<file path="config.mk">
export PLATFORM = sky130hd
export DESIGN_NAME = pipelined_prime_sieve
export DESIGN_NICKNAME = d
export VERILOG_FILES = /design/src/rtl/core/psv_pkg.sv /design/src/rtl/core/psv_ram.sv /design/src/rtl/core/psv_datapath.sv /design/src/rtl/core/psv_ctrl.sv /design/src/rtl/core/pipelined_prime_sieve.sv
export SDC_FILE = /design/constraint.sdc
export NUM_CORES = 1
export LEC_CHECK = 0
export ABC_CLOCK_PERIOD_IN_PS = 10700
export BUFFER_PORTS_ARGS = -buffer_cell sky130_fd_sc_hd__buf_4
export CAP_MARGIN = 0
export CORE_MARGIN = 5
export CORE_UTILIZATION = 67
export DETAILED_ROUTE_END_ITERATION = 10
export HOLD_SLACK_MARGIN = 0.05
export PLACE_DENSITY = 0.85
export RECOVER_POWER = 100
export SLEW_MARGIN = 20
export SYNTH_ARGS = -nofsm -noshare
export SYNTH_HDL_FRONTEND = slang
export SYNTH_HIERARCHICAL = 1
export SYNTH_SLANG_ARGS = --single-unit
</file>
<file path="constraint.sdc">
create_clock -name clk -period 10.7 [get_ports clk]
set_input_delay 0 -clock clk [delete_from_list [all_inputs] [get_ports clk]]
set_output_delay 0 -clock clk [all_outputs]
set_load 0.05 [all_outputs]
</file>
<file path="src/rtl/core/psv_pkg.sv">
package psv_pkg;

	localparam int unsigned FIELD_W = 16;

	typedef enum logic [2:0] {
		ST_IDLE,
		ST_SCAN,
		ST_LOAD,
		ST_DIV,
		ST_CHECK,
		ST_EMIT
	} state_t;

	typedef struct packed {
		logic load_value;
		logic read_cell;
		logic div_start;
		logic div_step;
		logic next_cell;
		logic commit;
	} cmd_t;

	typedef struct packed {
		logic scan_done;
		logic step_last;
		logic divisible;
		logic chain_full;
	} status_t;

endpackage

</file>
<file path="src/rtl/core/psv_ram.sv">
module psv_ram #(
	parameter int unsigned WIDTH = 16,
	parameter int unsigned DEPTH = 16
) (
	input  logic                                        clk,
	input  logic                                        we,
	input  logic [((DEPTH > 1) ? $clog2(DEPTH) : 1)-1:0] waddr,
	input  logic [WIDTH-1:0]                            wdata,
	input  logic                                        re,
	input  logic [((DEPTH > 1) ? $clog2(DEPTH) : 1)-1:0] raddr,
	output logic [WIDTH-1:0]                            rdata_q
);

	logic [WIDTH-1:0] mem_q [DEPTH];

	always_ff @(posedge clk) begin
		if (we) begin
			mem_q[waddr] <= wdata;
		end
		if (re) begin
			rdata_q <= mem_q[raddr];
		end
	end

endmodule

</file>
<file path="src/rtl/core/psv_datapath.sv">
module psv_datapath #(
	parameter int unsigned NUM_CELLS    = 16,
	parameter int unsigned NUMBER_WIDTH = 16
) (
	input  logic                            clk,
	input  logic                            arst_n,
	input  psv_pkg::cmd_t                   cmd,
	output psv_pkg::status_t                status,
	input  logic [psv_pkg::FIELD_W-1:0]     candidate,
	output logic [psv_pkg::FIELD_W-1:0]     found_value,
	output logic                            chain_full
);

	localparam int unsigned NW = NUMBER_WIDTH;
	localparam int unsigned FW = psv_pkg::FIELD_W;
	localparam int unsigned CW = $clog2(NUM_CELLS + 1);
	localparam int unsigned AW = (NUM_CELLS > 1) ? $clog2(NUM_CELLS) : 1;
	localparam int unsigned SW = $clog2(NW);

	logic [NW+FW-1:0] cand_ext;
	logic [NW+FW-1:0] value_ext;
	logic [NW-1:0]    value_q;
	logic [NW-1:0]    cell_rdata;
	logic [NW-1:0]    rem_q;
	logic [NW-1:0]    dvd_q;
	logic [NW-1:0]    div_q;
	logic [SW-1:0]    step_q;
	logic [CW-1:0]    idx_q;
	logic [CW-1:0]    filled_q;
	logic [NW:0]      trial;
	logic [NW:0]      diff;
	logic             fits;
	logic             is_full;
	logic             store_en;
	logic [FW-1:0]    found_q;
	logic             full_q;

	assign cand_ext  = {{NW{1'b0}}, candidate};
	assign value_ext = {{FW{1'b0}}, value_q};

	// one restoring step per cycle
	assign trial = {rem_q, dvd_q[NW-1]};
	assign diff  = trial - {1'b0, div_q};
	assign fits  = trial >= {1'b0, div_q};

	assign is_full  = filled_q == CW'(NUM_CELLS);
	assign store_en = cmd.commit && !is_full;

	assign status.scan_done  = idx_q == filled_q;
	assign status.step_last  = step_q == SW'(NW - 1);
	assign status.divisible  = rem_q == '0;
	assign status.chain_full = is_full;

	psv_ram #(
		.WIDTH (NW),
		.DEPTH (NUM_CELLS)
	) u_cells (
		.clk     (clk),
		.we      (store_en),
		.waddr   (filled_q[AW-1:0]),
		.wdata   (value_q),
		.re      (cmd.read_cell),
		.raddr   (idx_q[AW-1:0]),
		.rdata_q (cell_rdata)
	);

	always_ff @(posedge clk or negedge arst_n) begin
		if (!arst_n) begin
			filled_q <= '0;
			idx_q    <= '0;
		end else begin
			if (cmd.load_value) begin
				idx_q <= '0;
			end else if (cmd.next_cell) begin
				idx_q <= idx_q + 1'b1;
			end
			if (store_en) begin
				filled_q <= filled_q + 1'b1;
			end
		end
	end

	always_ff @(posedge clk) begin
		if (cmd.load_value) begin
			value_q <= cand_ext[NW-1:0];
		end
		if (cmd.div_start) begin
			div_q  <= cell_rdata;
			dvd_q  <= value_q;
			rem_q  <= '0;
			step_q <= '0;
		end else if (cmd.div_step) begin
			rem_q  <= fits ? diff[NW-1:0] : trial[NW-1:0];
			dvd_q  <= {dvd_q[NW-2:0], 1'b0};
			step_q <= step_q + 1'b1;
		end
		if (cmd.commit) begin
			found_q <= value_ext[FW-1:0];
			full_q  <= is_full;
		end
	end

	assign found_value = found_q;
	assign chain_full  = full_q;

endmodule

</file>
<file path="src/rtl/core/psv_ctrl.sv">
module psv_ctrl (
	input  logic              clk,
	input  logic              arst_n,
	input  logic              in_valid,
	output logic              in_stall,
	output logic              out_valid,
	input  logic              out_stall,
	output psv_pkg::cmd_t     cmd,
	input  psv_pkg::status_t  status
);

	psv_pkg::state_t state_q;
	psv_pkg::state_t state_d;
	logic            out_valid_q;
	logic            out_free;

	assign out_free = !out_valid_q || !out_stall;

	always_ff @(posedge clk or negedge arst_n) begin
		if (!arst_n) begin
			state_q     <= psv_pkg::ST_IDLE;
			out_valid_q <= 1'b0;
		end else begin
			state_q <= state_d;
			if (cmd.commit) begin
				out_valid_q <= 1'b1;
			end else if (!out_stall) begin
				out_valid_q <= 1'b0;
			end
		end
	end

	always_comb begin
		state_d  = state_q;
		cmd      = '0;
		in_stall = 1'b1;
		unique case (state_q)
			psv_pkg::ST_IDLE: begin
				in_stall = 1'b0;
				if (in_valid) begin
					cmd.load_value = 1'b1;
					state_d        = psv_pkg::ST_SCAN;
				end
			end
			psv_pkg::ST_SCAN: begin
				if (status.scan_done) begin
					state_d = psv_pkg::ST_EMIT;
				end else begin
					cmd.read_cell = 1'b1;
					state_d       = psv_pkg::ST_LOAD;
				end
			end
			psv_pkg::ST_LOAD: begin
				cmd.div_start = 1'b1;
				state_d       = psv_pkg::ST_DIV;
			end
			psv_pkg::ST_DIV: begin
				cmd.div_step = 1'b1;
				if (status.step_last) begin
					state_d = psv_pkg::ST_CHECK;
				end
			end
			psv_pkg::ST_CHECK: begin
				// a zero cell leaves the value as remainder, so it divides only zero
				if (status.divisible) begin
					state_d = psv_pkg::ST_IDLE;
				end else begin
					cmd.next_cell = 1'b1;
					state_d       = psv_pkg::ST_SCAN;
				end
			end
			psv_pkg::ST_EMIT: begin
				if (out_free) begin
					cmd.commit = 1'b1;
					state_d    = psv_pkg::ST_IDLE;
				end
			end
			default: begin
				state_d = psv_pkg::ST_IDLE;
			end
		endcase
	end

	assign out_valid = out_valid_q;

endmodule

</file>
<file path="src/rtl/core/pipelined_prime_sieve.sv">
// channel   handshake             payload
// input     in_valid / in_stall   candidate
// output    out_valid / out_stall found_value, chain_full
//
// an item is tested against each stored prime in turn by the bit-serial remainder
// unit, one quotient bit a cycle
// a dropped item ends at the first stored prime that divides it
// reset clears the fill count; cell contents are only read once written
// the next item is taken while a result waits under out_stall
module pipelined_prime_sieve #(
	parameter int unsigned NUM_CELLS    = 16,
	parameter int unsigned NUMBER_WIDTH = 16
) (
	input  logic                        clk,
	input  logic                        arst_n,
	input  logic                        in_valid,
	output logic                        in_stall,
	input  logic [psv_pkg::FIELD_W-1:0] candidate,
	output logic                        out_valid,
	input  logic                        out_stall,
	output logic [psv_pkg::FIELD_W-1:0] found_value,
	output logic                        chain_full
);

	psv_pkg::cmd_t    cmd;
	psv_pkg::status_t status;

	psv_ctrl u_ctrl (
		.clk       (clk),
		.arst_n    (arst_n),
		.in_valid  (in_valid),
		.in_stall  (in_stall),
		.out_valid (out_valid),
		.out_stall (out_stall),
		.cmd       (cmd),
		.status    (status)
	);

	psv_datapath #(
		.NUM_CELLS    (NUM_CELLS),
		.NUMBER_WIDTH (NUMBER_WIDTH)
	) u_datapath (
		.clk         (clk),
		.arst_n      (arst_n),
		.cmd         (cmd),
		.status      (status),
		.candidate   (candidate),
		.found_value (found_value),
		.chain_full  (chain_full)
	);

endmodule

</file>
* After elaboration in Yosys (flattened, before gate mapping)
Memory sizes are Yosys's and may differ from the RTL's. A register that Yosys moved wholly into a read port is not among the register bits. Cells that the tools add are included.
Word-level totals: word-level logic and storage cells 65, memory bits (writable) 256, memories 1, bits in registers 99
Cells by class: reduce and logical (&&, ||, !) cells 10, $add $sub $neg 4, eq/ne operators 12, muxes and demuxes 26, magnitude comparators 1
Memory list:
- u_datapath.u_cells.mem_q | words 16, bits a word 16, rd ports 1, clocked after Yosys merged registers in 1, write ports 1, RTL line psv_ram.sv:14 | logic [WIDTH-1:0] mem_q [DEPTH];
Operator list (number):
- 2-to-1 mux 16 bit | 3
- case mux 3 bit (6 select lines) | 1
- greater-or-equal comparator 17 x 16 -> 1 bit | 1
- logical NOT 16 bit | 1
- 2-to-1 mux 1 bit | 16
- subtractor 16 bit | 1
- 2-to-1 mux 3 bit | 4
- adder 5 x 1 -> 5 bit, second input constant | 2
- 2-to-1 mux 5 bit | 2
- == test 3 x 2 -> 1 bit, second input constant | 2
- == test 3 bit, second input constant | 2
- == test 5 bit | 1
- == test 5 bit, second input constant | 1
- adder 4 x 1 -> 4 bit, second input constant | 1
- == test 4 bit, second input constant | 1
- != test 2 x 1 -> 1 bit, second input constant | 2
- != test 2 bit, second input constant | 2
- nonzero test 2 bit | 2
- == test 3 x 1 -> 1 bit, second input constant | 1
- logical NOT 1 bit | 3
- logical NOT 3 bit | 1
- AND reduction 3 bit | 1
- logical AND 1 bit | 1
- logical OR 1 bit | 1

* Depth between registers and ports, before layout
Gate-level depths: netlist of run 1.
depth after elaboration 7, gate-level depth with buffers 10, depth with buffers taken out 10

* Modules after synthesis
The synthesis of run 1 kept the hierarchy.
Modules (own cells, without submodules):
- psv_ram | area an instance 10203.5 um2, sequential area each 8167.8 um2, cells an instance 432, times used 1
- psv_datapath | area an instance 4667.0 um2, sequential area each 2602.5 um2, cells an instance 386, times used 1
- psv_ctrl | area an instance 286.5 um2, sequential area each 100.1 um2, cells an instance 32, times used 1

* Least setup slack after synthesis of run 1
OpenSTA, ideal clock, no wires.
path kind reg2reg, start register u_ctrl.state_q[1], end memory u_datapath.u_cells.mem_q[0][0], enable pin, slack 6.534 ns, library setup time 0.409 ns, arrival time 3.757 ns, period minus slack after synthesis 4.166 ns, required time 10.291 ns, cell stages (with the launch flop) 7, cell sequence dfrtp_1 > buf_6 > nand3b_1 > a21oi_1 > nor2b_1 > or3b_2 > nor3_1
RTL lines:
- start: declaration | RTL line psv_ctrl.sv:12 | psv_pkg::state_t state_q;
- start signal: assignment | RTL line psv_ctrl.sv:21 | state_q <= psv_pkg::ST_IDLE;
- start signal: assignment | RTL line psv_ctrl.sv:24 | state_q <= state_d;
- end: declaration | RTL line psv_ram.sv:14

==> results of run 1 <==
flip-flops by register name, summed over array words and instances (netlist names):
name,count
u_datapath/value_q,16
u_datapath/u_cells/mem_q,256
u_datapath/chain_full,1
u_datapath/found_value,16
u_datapath/filled_q,5
u_datapath/u_cells/rdata_q,16
u_ctrl/state_q,3
u_datapath/idx_q,5
u_datapath/step_q,4
u_datapath/rem_q,16
u_datapath/div_q,16
u_datapath/dvd_q,16
u_ctrl/out_valid,1
placed cells by master, fill, tap and decap left out, types with 5 or more instances in the layout:
cell type        n
clkbuf_16       38
edfxtp_1       337
a22oi_1         32
xnor2_1         14
o21ai_0          6
a311oi_1         8
nor3b_1          6
nand3_1          8
nor2_1          47
nand4_1          6
nor3_1           8
dfxtp_1         20
clkinv_2         5
xor2_1          12
a21o_1           5
ha_1            20
clkbuf_4        17
nand3b_1         6
nand2_1         47
nand2b_1        12
clkbuf_1        49
mux2_2          11
nor2b_1          5
mux4_2          54
a21oi_1         14
inv_1           26
mux4_1          10
buf_4            7
dlygate4sd3_1   20
dfrtp_1         13
clkinv_1         6
metrics by stage:
step	cells	total power, mW	worst slack (ns)	instance area [um2]
detailed placement	1158	3.08	7.57	15800
finish	1246	4.36	5.04	17000
global placement	1157	3.03	7.00	15800
floorplan	849	2.81	6.53	15100
CTS	1246	4.37	7.44	17200
global route	1246	4.57	4.21	17000
metal layers:
layer  routed length [um]  part of all wire  GRT usage  up-vias
met3                 2520             0.075     0.0434       49
li1                     -                 -          -     3561
met1                12500              0.37      0.354     4157
met5                   10           0.00030          0        -
met2                17800              0.53      0.465      387
met4                  748             0.022     0.0720        2
worst max-delay path, cell delays in order (launching register included):
cell	delay (ns)
dfrtp_1	1.65
clkbuf_1	2.08
xor2_1	0.22
nor3_1	0.10
nand2b_1	0.19
nor3_1	0.17
clkbuf_1	0.80
power by group through the flow:
stage | sequential (mW) | combinational, mW | clock (mW)
6_report | 1.85 | 1.22 | 1.29
3_3_place_gp | 1.87 | 1.16 | 0
4_1_cts | 1.85 | 1.21 | 1.30
2_1_floorplan | 1.81 | 1.01 | 0
3_5_place_dp | 1.88 | 1.19 | 0
5_1_grt | 1.87 | 1.32 | 1.38
worst paths after layout:
kind / start / end
worst max-delay path: u_datapath/idx_q[0] / u_datapath/u_cells/rdata_q[9]
worst min-delay path: candidate[5] / u_datapath/value_q[5]
worst max register to register: u_datapath/idx_q[0] / u_datapath/u_cells/rdata_q[9]
worst min register to register: u_datapath/u_cells/rdata_q[15] / u_datapath/div_q[15]
max in group asynchronous: arst_n / u_datapath/idx_q[1]
min in group asynchronous: arst_n / u_ctrl/out_valid
area by class of cell:
type / instances / area, um2 / share of cell area
clock inverter: 17 / 181 / 0.0107
multi-input combinational: 413 / 3940 / 0.231
tap: 285 / 357 / 0.0210
clock buffer: 51 / 1030 / 0.0606
inverter: 26 / 97.6 / 0.00574
sequential: 371 / 10900 / 0.640
timing repair buffer: 83 / 527 / 0.0310
what timing repair did:
| item | in CTS | in global routing |
|---|---|---|
| endpoints found under the setup margin | 0 | 0 |
| setup buffers | 0 | 0 |
| hold buffers | 20 | 0 |
| hold endpoints to repair | 50 | 0 |
==> qor.yml, run 1 <==
firstDrtPassIters: 5
grt_use_total: 0.266
hold_slack_ns: 0.198
p_int_mw: 3.03
clockBufferDepth: 3
io_pins: 39
grt_pass1_wl_um: 50900
slew_violations: 148
fin_crit_sh: 0.529
status: "finished, violations left"
hold_violations: 0
cts_inserted_buffers: 37
clkLatencyLatePin_ns: 0.54
syn-instance-count: 849
slew_headroom: -0.934
power.leakage_nw: 5.72
placementRows: 55
die_area_um2: 25700
drc_errors: 0
ant_nets: 0
rrSetupSlack_ns: 5.04
cp.required_ns: 10.84
fin_worst_skew_ns: 0.0258
path_max_fanout: 36
area_growth_pct: 12.2
share_comb_of_total_power: 0.279
drive_gt1_frac: 0.168
dp_hpwl_um: 19300
violations: "max-capacitance violations, max-slew violations"
synth_nets: 890
cp.arrival_ns: 5.80
clkPwrFrac: 0.296
via_per_inst: 6.55
die_h_um: 160
hold_path_class: "in -> reg"
portBuffers: 38
crit_path_start_kind: "register"
cts_sinks: 371
vias: 8156
powerDensity_nw_per_um2: 256
place_congestion: 0.923
drt_iter0_drc: 822
netSwitchingPower_mw: 1.33
setup_tns_ns: 0
fill_cells: 1215
switching_share: 0.306
drv_cap: 4
path_clk_slew_ns: 0.06
diodes: 0
pwr-share-seq: 0.425
tightest_slew_ns: 2.90
critical_path_class: "reg -> reg"
syn_area_per_cell_um2: 17.8
endpoint_kind: "register"
fin_crit_ns: 5.66
start_util: 0.675
yosysWarnings: 6
holdPathStages: 2
finalNetCount: 973
cts_tree: "yes"
cts_max_level: 2
synth_area_um2: 15100
grt_max_degree: 69
fmax_mhz: 177
drt_wl_total_um: 33500
grt_antenna_before_repair: 1
die_w_um: 160
reg2regPathDepth: 6
cts-root-buf: "clkbuf_16"
routedWlPerCell_um: 26.9
grt_pass1_vias: 8280
postCtsResizedCells: 0
fin_util: 0.758
irDropWorstVdd_v: 0.000191
rsz0062_at_grt: "no"
grt-ovfl-total: 0
setup_viol: 0
coreArea_um2: 22400
No activity file was read; power rests on OpenSTA's default activity.
==> run 2: changes to the inputs <==
--- a/config.mk
+++ b/config.mk
@@ -5,14 +5,14 @@
 export SDC_FILE = /design/constraint.sdc
 export NUM_CORES = 1
 export LEC_CHECK = 0
-export ABC_CLOCK_PERIOD_IN_PS = 10700
+export ABC_CLOCK_PERIOD_IN_PS = 4900
 export BUFFER_PORTS_ARGS = -buffer_cell sky130_fd_sc_hd__buf_4
 export CAP_MARGIN = 0
 export CORE_MARGIN = 5
-export CORE_UTILIZATION = 67
+export CORE_UTILIZATION = 56
 export DETAILED_ROUTE_END_ITERATION = 10
 export HOLD_SLACK_MARGIN = 0.05
-export PLACE_DENSITY = 0.85
+export PLACE_DENSITY = 0.76
 export RECOVER_POWER = 100
 export SLEW_MARGIN = 20
 export SYNTH_ARGS = -nofsm -noshare
==> constraint.sdc (replaced) <==
create_clock -name clk -period 4.9 [get_ports clk]
set_input_delay 0 -clock clk [delete_from_list [all_inputs] [get_ports clk]]
set_output_delay 0 -clock clk [all_outputs]
set_load 0.05 [all_outputs]
==> run 2 against run 1 <==
The run still ends with max-capacitance violations, max-slew violations left. Via count shrank 2.4%. Final area grew 0.43%. Combinational power grew 110%. Non-clock buffer count shrank 1. Total power grew 110%. Critical endpoint is now u_datapath/u_cells/mem_q[0][8]. Largest cell class unchanged.
==> qor.yml, run 2 (synthesis gave the netlist of run 1 again) <==
power.leakage_nw: 5.75  # +0.53%
violations: "max-capacitance violations, max-slew violations"
die_h_um: 174  # +8.8%
cts-root-buf: "clkbuf_16"
start_util: 0.565  # -0.110
grt_pass1_wl_um: 47500  # -6.7%
postCtsResizedCells: 0  # unchanged
grt_use_total: 0.204  # -0.0621
cp.required_ns: 5.12  # -5.72 ns
fill_cells: 1772  # +46%
area_growth_pct: 12.7
firstDrtPassIters: 5  # unchanged
clkLatencyLatePin_ns: 0.54  # about the same
regMostFlops: "u_datapath/u_cells/mem_q"
total_power_mw: 9.37  # +110%
diodes: 0  # unchanged
fin_crit_sh: 0.768  # +0.240
worst_slack_ns: 1.13  # -3.91 ns
drv_cap: 2  # -2
vias: 7957  # -2.4%
path_clk_slew_ns: 0.06  # about the same
highest_layer: "met4"
grt-ovfl-total: 0  # unchanged
tightest_slew_ns: 1.97  # -0.933 ns
setup_viol: 0  # unchanged
slew_violations: 62  # -58%
fmax_mhz: 266  # +50%
io_pins: 39  # unchanged
cts_sinks: 371  # unchanged
slew_headroom: -0.312  # +0.622
cts_inserted_buffers: 38  # +2.7%
routedWlPerCell_um: 23.5  # -13%
clockBufferDepth: 3  # unchanged
fin_cells: 1300  # +4.3%
status: "finished, violations left"
place_ws_ns: 1.90  # -5.67 ns
fin_worst_skew_ns: 0.0213  # -0.00448 ns
largest_reg_flops: 256  # unchanged
hold_path_class: "in -> reg"
path_max_fanout: 20  # -44%
layout_common_cells: "edfxtp_1 (337), mux4_2 (54), nand2_1 (47)"
critPathMaxStageDelay_ns: 0.93  # -1.15 ns
placementRows: 60  # +9.1%
place_congestion: 0.820  # -11%
grt_antenna_before_repair: 0  # -1
fin_crit_ns: 3.77  # -1.89 ns
cts_tree: "yes"
drc_errors: 0  # unchanged
met3_length_um: 1740  # -31%
drt_iter0_drc: 832  # +1.2%
cts_max_level: 2  # unchanged
grt_pass1_vias: 7838  # -5.3%
dp_hpwl_um: 18500  # -3.9%
die_area_um2: 30400  # +18%
coreArea_um2: 26800  # +19%
wl_met1_um: 13100  # +4.9%
crit_path_start_kind: "register"
cp.arrival_ns: 3.98  # -1.82 ns
finalNetCount: 973  # unchanged
wl_met2_um: 15000  # -16%
drive_gt1_frac: 0.186  # +0.0181
powerDensity_nw_per_um2: 549  # +110%
setup_tns_ns: 0  # unchanged
post-cts-setup-buffers: 0  # unchanged
critical_path_class: "reg -> reg"
hold_violations: 0  # unchanged
slowest_stage: "clkbuf_1"
placed_cells: 1213  # +4.7%
path_cells: "nand3b_1, a21oi_1, clkbuf_1, nor2b_1, or3b_2, nor3_1, buf_4"
ant_nets: 0  # unchanged
die_w_um: 174  # +8.8%
hold_slack_ns: 0.192  # -0.00624 ns
endpoint_kind: "register"
via_per_inst: 6.12  # -6.5%
final_common_cell: "edfxtp_1"
drt_wl_total_um: 30500  # -8.9%
rsz0062_at_grt: "no"
portBuffers: 38  # unchanged
irDropWorstVdd_v: 0.000365  # +91%
grt_max_degree: 59  # -14%
## run 2: changes by cell type in the layout (fill, tap and decap cells not counted), sizes merged
cell | before | now
buf | 7 | 22
bufinv | 3 | 2
clkinvlp | 1 | 2
clkinv | 12 | 18
clkbuf | 107 | 83
inv | 27 | 28
## run 2: metal layers
layer / vias to the layer above / global-route usage
met1: 4076 / 0.293
met4: 0 / 0.0564
met5: - / 0
met3: 48 / 0.0361
met2: 268 / 0.327
li1: 3565 / -
## run 2: critical path, delay by kind of cell (launching register included)
kind,cells,cell delay [ns]
flip-flops,1,0.48
AND/OR/NAND/NOR,4,1.51
buffers and inverters,2,1.24
AO/OA/AOI/OAI,1,0.21
## run 2: final timing paths
kind / startpoint / end / slack [ns] / cells after the start
max: u_ctrl/state_q[1] / u_datapath/u_cells/mem_q[0][8] / 1.13 / 7
min: candidate[4] / u_datapath/value_q[4] / 0.19 / 2
max reg2reg: u_ctrl/state_q[1] / u_datapath/u_cells/mem_q[0][8] / 1.13 / 7
min reg2reg: u_datapath/u_cells/rdata_q[8] / u_datapath/div_q[8] / 0.42 / 0
max in group asynchronous: arst_n / u_datapath/idx_q[0] / 3.83 / 3
min in group asynchronous: arst_n / u_datapath/filled_q[3] / 0.58 / 3
## run 2: through the flow
step	utilization	area (um2)
floorplan	-	15100
global placement	0.591	15800
detailed placement	0.591	15800
CTS	0.642	17200
global route	0.637	17100
finish	0.637	17100
## run 2: cell type report
type	count	area, um2	share of cell area
Sequential cell	371	10900	0.637
Multi-Input combinational cell	413	3920	0.230
Clock buffer	43	970	0.0568
Timing Repair Buffer	82	579	0.0339
Tap cell	341	427	0.0250
Clock inverter	24	201	0.0118
Inverter	26	97.6	0.00572
## run 2: report_power, final
group | switching, mW | internal [mW] | leakage [nW] | total (mW)
Clock | 1.18 | 1.54 | 0.563 | 2.72
Sequential | 0.367 | 3.75 | 3.40 | 4.12
Combinational | 1.34 | 1.19 | 1.78 | 2.53
Total | 2.88 | 6.49 | 5.75 | 9.37
## run 2: repair_timing
item,4_1_cts,5_1_grt
endpoints found under the hold margin,53,0
endpoints found under the setup margin,0,0
hold buffers,20,0
==> run 3: changes to the inputs <==
--- a/config.mk
+++ b/config.mk
@@ -5,7 +5,7 @@
 export SDC_FILE = /design/constraint.sdc
 export NUM_CORES = 1
 export LEC_CHECK = 0
-export ABC_CLOCK_PERIOD_IN_PS = 4900
+export ABC_CLOCK_PERIOD_IN_PS = 3000
 export BUFFER_PORTS_ARGS = -buffer_cell sky130_fd_sc_hd__buf_4
 export CAP_MARGIN = 0
 export CORE_MARGIN = 5
==> constraint.sdc (replaced) <==
create_clock -name clk -period 3 [get_ports clk]
set_input_delay 0 -clock clk [delete_from_list [all_inputs] [get_ports clk]]
set_output_delay 0 -clock clk [all_outputs]
set_load 0.05 [all_outputs]
==> run 3 against run 2 <==
The flow now finishes without violations. Register-to-register slack got worse by 0.86 ns. Combinational power is 80% higher. Global-route usage down 0.32 points. Total power rose by 63%. Sequential power increased by 56%. Sequential cell count unchanged. Core utilization increased by 0.40 points. First-iteration DRC count down 7.1%. Clock skew shrank 0.0040 ns. Largest power group unchanged.
==> qor.yml, run 3 (synthesis gave the netlist of run 1 again) <==
grt_antenna_before_repair: 1  # +1
place_congestion: 0.827  # +0.90%
total_power_mw: 15.3  # +63%
fin_util: 0.641  # +0.00397
io_pins: 39  # unchanged
post-cts-setup-buffers: 0  # unchanged
fmax_mhz: 367  # +38%
power.leakage_nw: 5.80  # +0.95%
fin_crit_ns: 2.73  # -1.04 ns
fin_crit_sh: 0.909  # +0.140
crit_path_start_kind: "register"
regMostFlops: "u_datapath/u_cells/mem_q"
powerDensity_nw_per_um2: 889  # +62%
clockBufferDepth: 3  # unchanged
grt_pass1_wl_um: 47000  # -0.89%
placed_cells: 1235  # +1.8%
cts_inserted_buffers: 37  # -2.6%
slowest_stage: "or3b_2"
ant_nets: 0  # unchanged
layout_common_cells: "edfxtp_1 (337), mux4_2 (54), nand2_1 (47)"
slew_headroom: 0.0957  # +0.407
fin_cells: 1318  # +1.4%
critPathTopFamily: "simple AND/OR/NAND/NOR gates"
cts-root-buf: "clkbuf_16"
dp_hpwl_um: 18300  # -1.3%
area_growth_pct: 13.4
cts_sinks: 371  # unchanged
drv_cap: 0  # -2
cp.required_ns: 3.15  # -1.97 ns
setup_tns_ns: 0  # unchanged
path_cells: "nand3b_1, a21oi_1, nor2b_1, or3b_2, nor3_4, clkbuf_2"
grt_pass1_vias: 8202  # +4.6%
die_area_um2: 30400  # unchanged
cts_tree: "yes"
grt-ovfl-total: 0  # unchanged
diodes: 0  # unchanged
die_h_um: 174  # unchanged
rsz0062_at_grt: "no"
setup_viol: 0  # unchanged
slew_violations: 0  # -100%
firstDrtPassIters: 5  # unchanged
portBuffers: 38  # unchanged
die_w_um: 174  # unchanged
status: "completed"
coreArea_um2: 26800  # unchanged
drt_iter0_drc: 773  # -7.1%
fin_worst_skew_ns: 0.0174  # -0.00397 ns
cts_max_level: 2  # unchanged
path_clk_slew_ns: 0.06  # about the same
drive_gt1_frac: 0.199  # +0.0130
drc_errors: 0  # unchanged
via_per_inst: 6.02  # -1.7%
path_max_fanout: 16  # -20%
drt_wl_total_um: 30000  # -1.8%
grt_use_total: 0.200  # -0.00323
tightest_slew_ns: 1.36  # -0.611 ns
hold_violations: 0  # unchanged
endpoint_kind: "register"
start_util: 0.565  # unchanged
irDropWorstVdd_v: 0.000813  # +120%
hold_path_class: "in -> reg"
cp.arrival_ns: 2.87  # -1.11 ns
critPathMaxStageDelay_ns: 0.57  # -0.36 ns
final_common_cell: "edfxtp_1"
hold_slack_ns: 0.219  # +0.0270 ns
largest_reg_flops: 256  # unchanged
routedWlPerCell_um: 22.7  # -3.1%
finalNetCount: 994  # +2.2%
clkLatencyLatePin_ns: 0.52  # -0.02 ns
crit_buf_inv: 1  # -1
vias: 7932  # -0.31%
critical_path_class: "reg -> reg"
placementRows: 60  # unchanged
grt_max_degree: 51  # -14%
-- run 3: changes by cell type in the layout (fill, tap and decap cells not counted), moves of 4 or more --
| cell | delta |
|---|---|
| buf_4 | -7 |
| clkbuf_1 | +11 |
| clkinv_1 | -6 |
| buf_12 | +4 |
| clkbuf_2 | +15 |
-- run 3: worst paths after layout --
kind | start | to | slack, ns | cells after the start
min in group asynchronous | arst_n | u_datapath/filled_q[1] | 0.63 | 3
max in group asynchronous | arst_n | u_datapath/idx_q[0] | 1.87 | 3
worst min-delay path | candidate[12] | u_datapath/value_q[12] | 0.22 | 2
worst max-delay path | u_ctrl/state_q[1] | u_datapath/u_cells/mem_q[0][12] | 0.27 | 6
worst min register to register | u_datapath/u_cells/rdata_q[6] | u_datapath/div_q[6] | 0.41 | 0
worst max register to register | u_ctrl/state_q[1] | u_datapath/u_cells/mem_q[0][12] | 0.27 | 6
-- run 3: final cells by class --
| class | count | area (um2) |
|---|---|---|
| Sequential cell | 371 | 10900 |
| Fill cell | 1802 | 9620 |
| Multi-Input combinational cell | 413 | 3940 |
| Clock buffer | 44 | 952 |
| Timing Repair Buffer | 104 | 723 |
| Tap cell | 341 | 427 |
| Clock inverter | 19 | 160 |
| Inverter | 26 | 97.6 |
-- run 3: where the power goes --
part | switching (mW) | internal [mW] | total (mW)
Combinational | 2.50 | 2.04 | 4.55
Sequential | 0.293 | 6.13 | 6.43
Clock | 1.84 | 2.45 | 4.29
-- run 3: timing repair --
action	CTS	global route
gates resized for setup	0	0
hold buffers	20	0
endpoints found under the hold margin	33	0
-- run 3: per-stage QoR --
step | area [um2] | worst slack [ns]
after floorplan | 15200 | 0.0672
final | 17200 | 0.274
after global routing | 17200 | 0.163
after CTS | 17400 | 0.458
after detailed placement | 16100 | 0.488
after global placement | 16100 | 0.496
-- run 3: routing by layer --
metal  wire length, um  GRT usage  up-vias
met3              1960     0.0372       50
met5                13          0        -
met1             12500      0.284     4014
met2             14800      0.327      262
met4               656     0.0505        2
li1                  -          -     3604
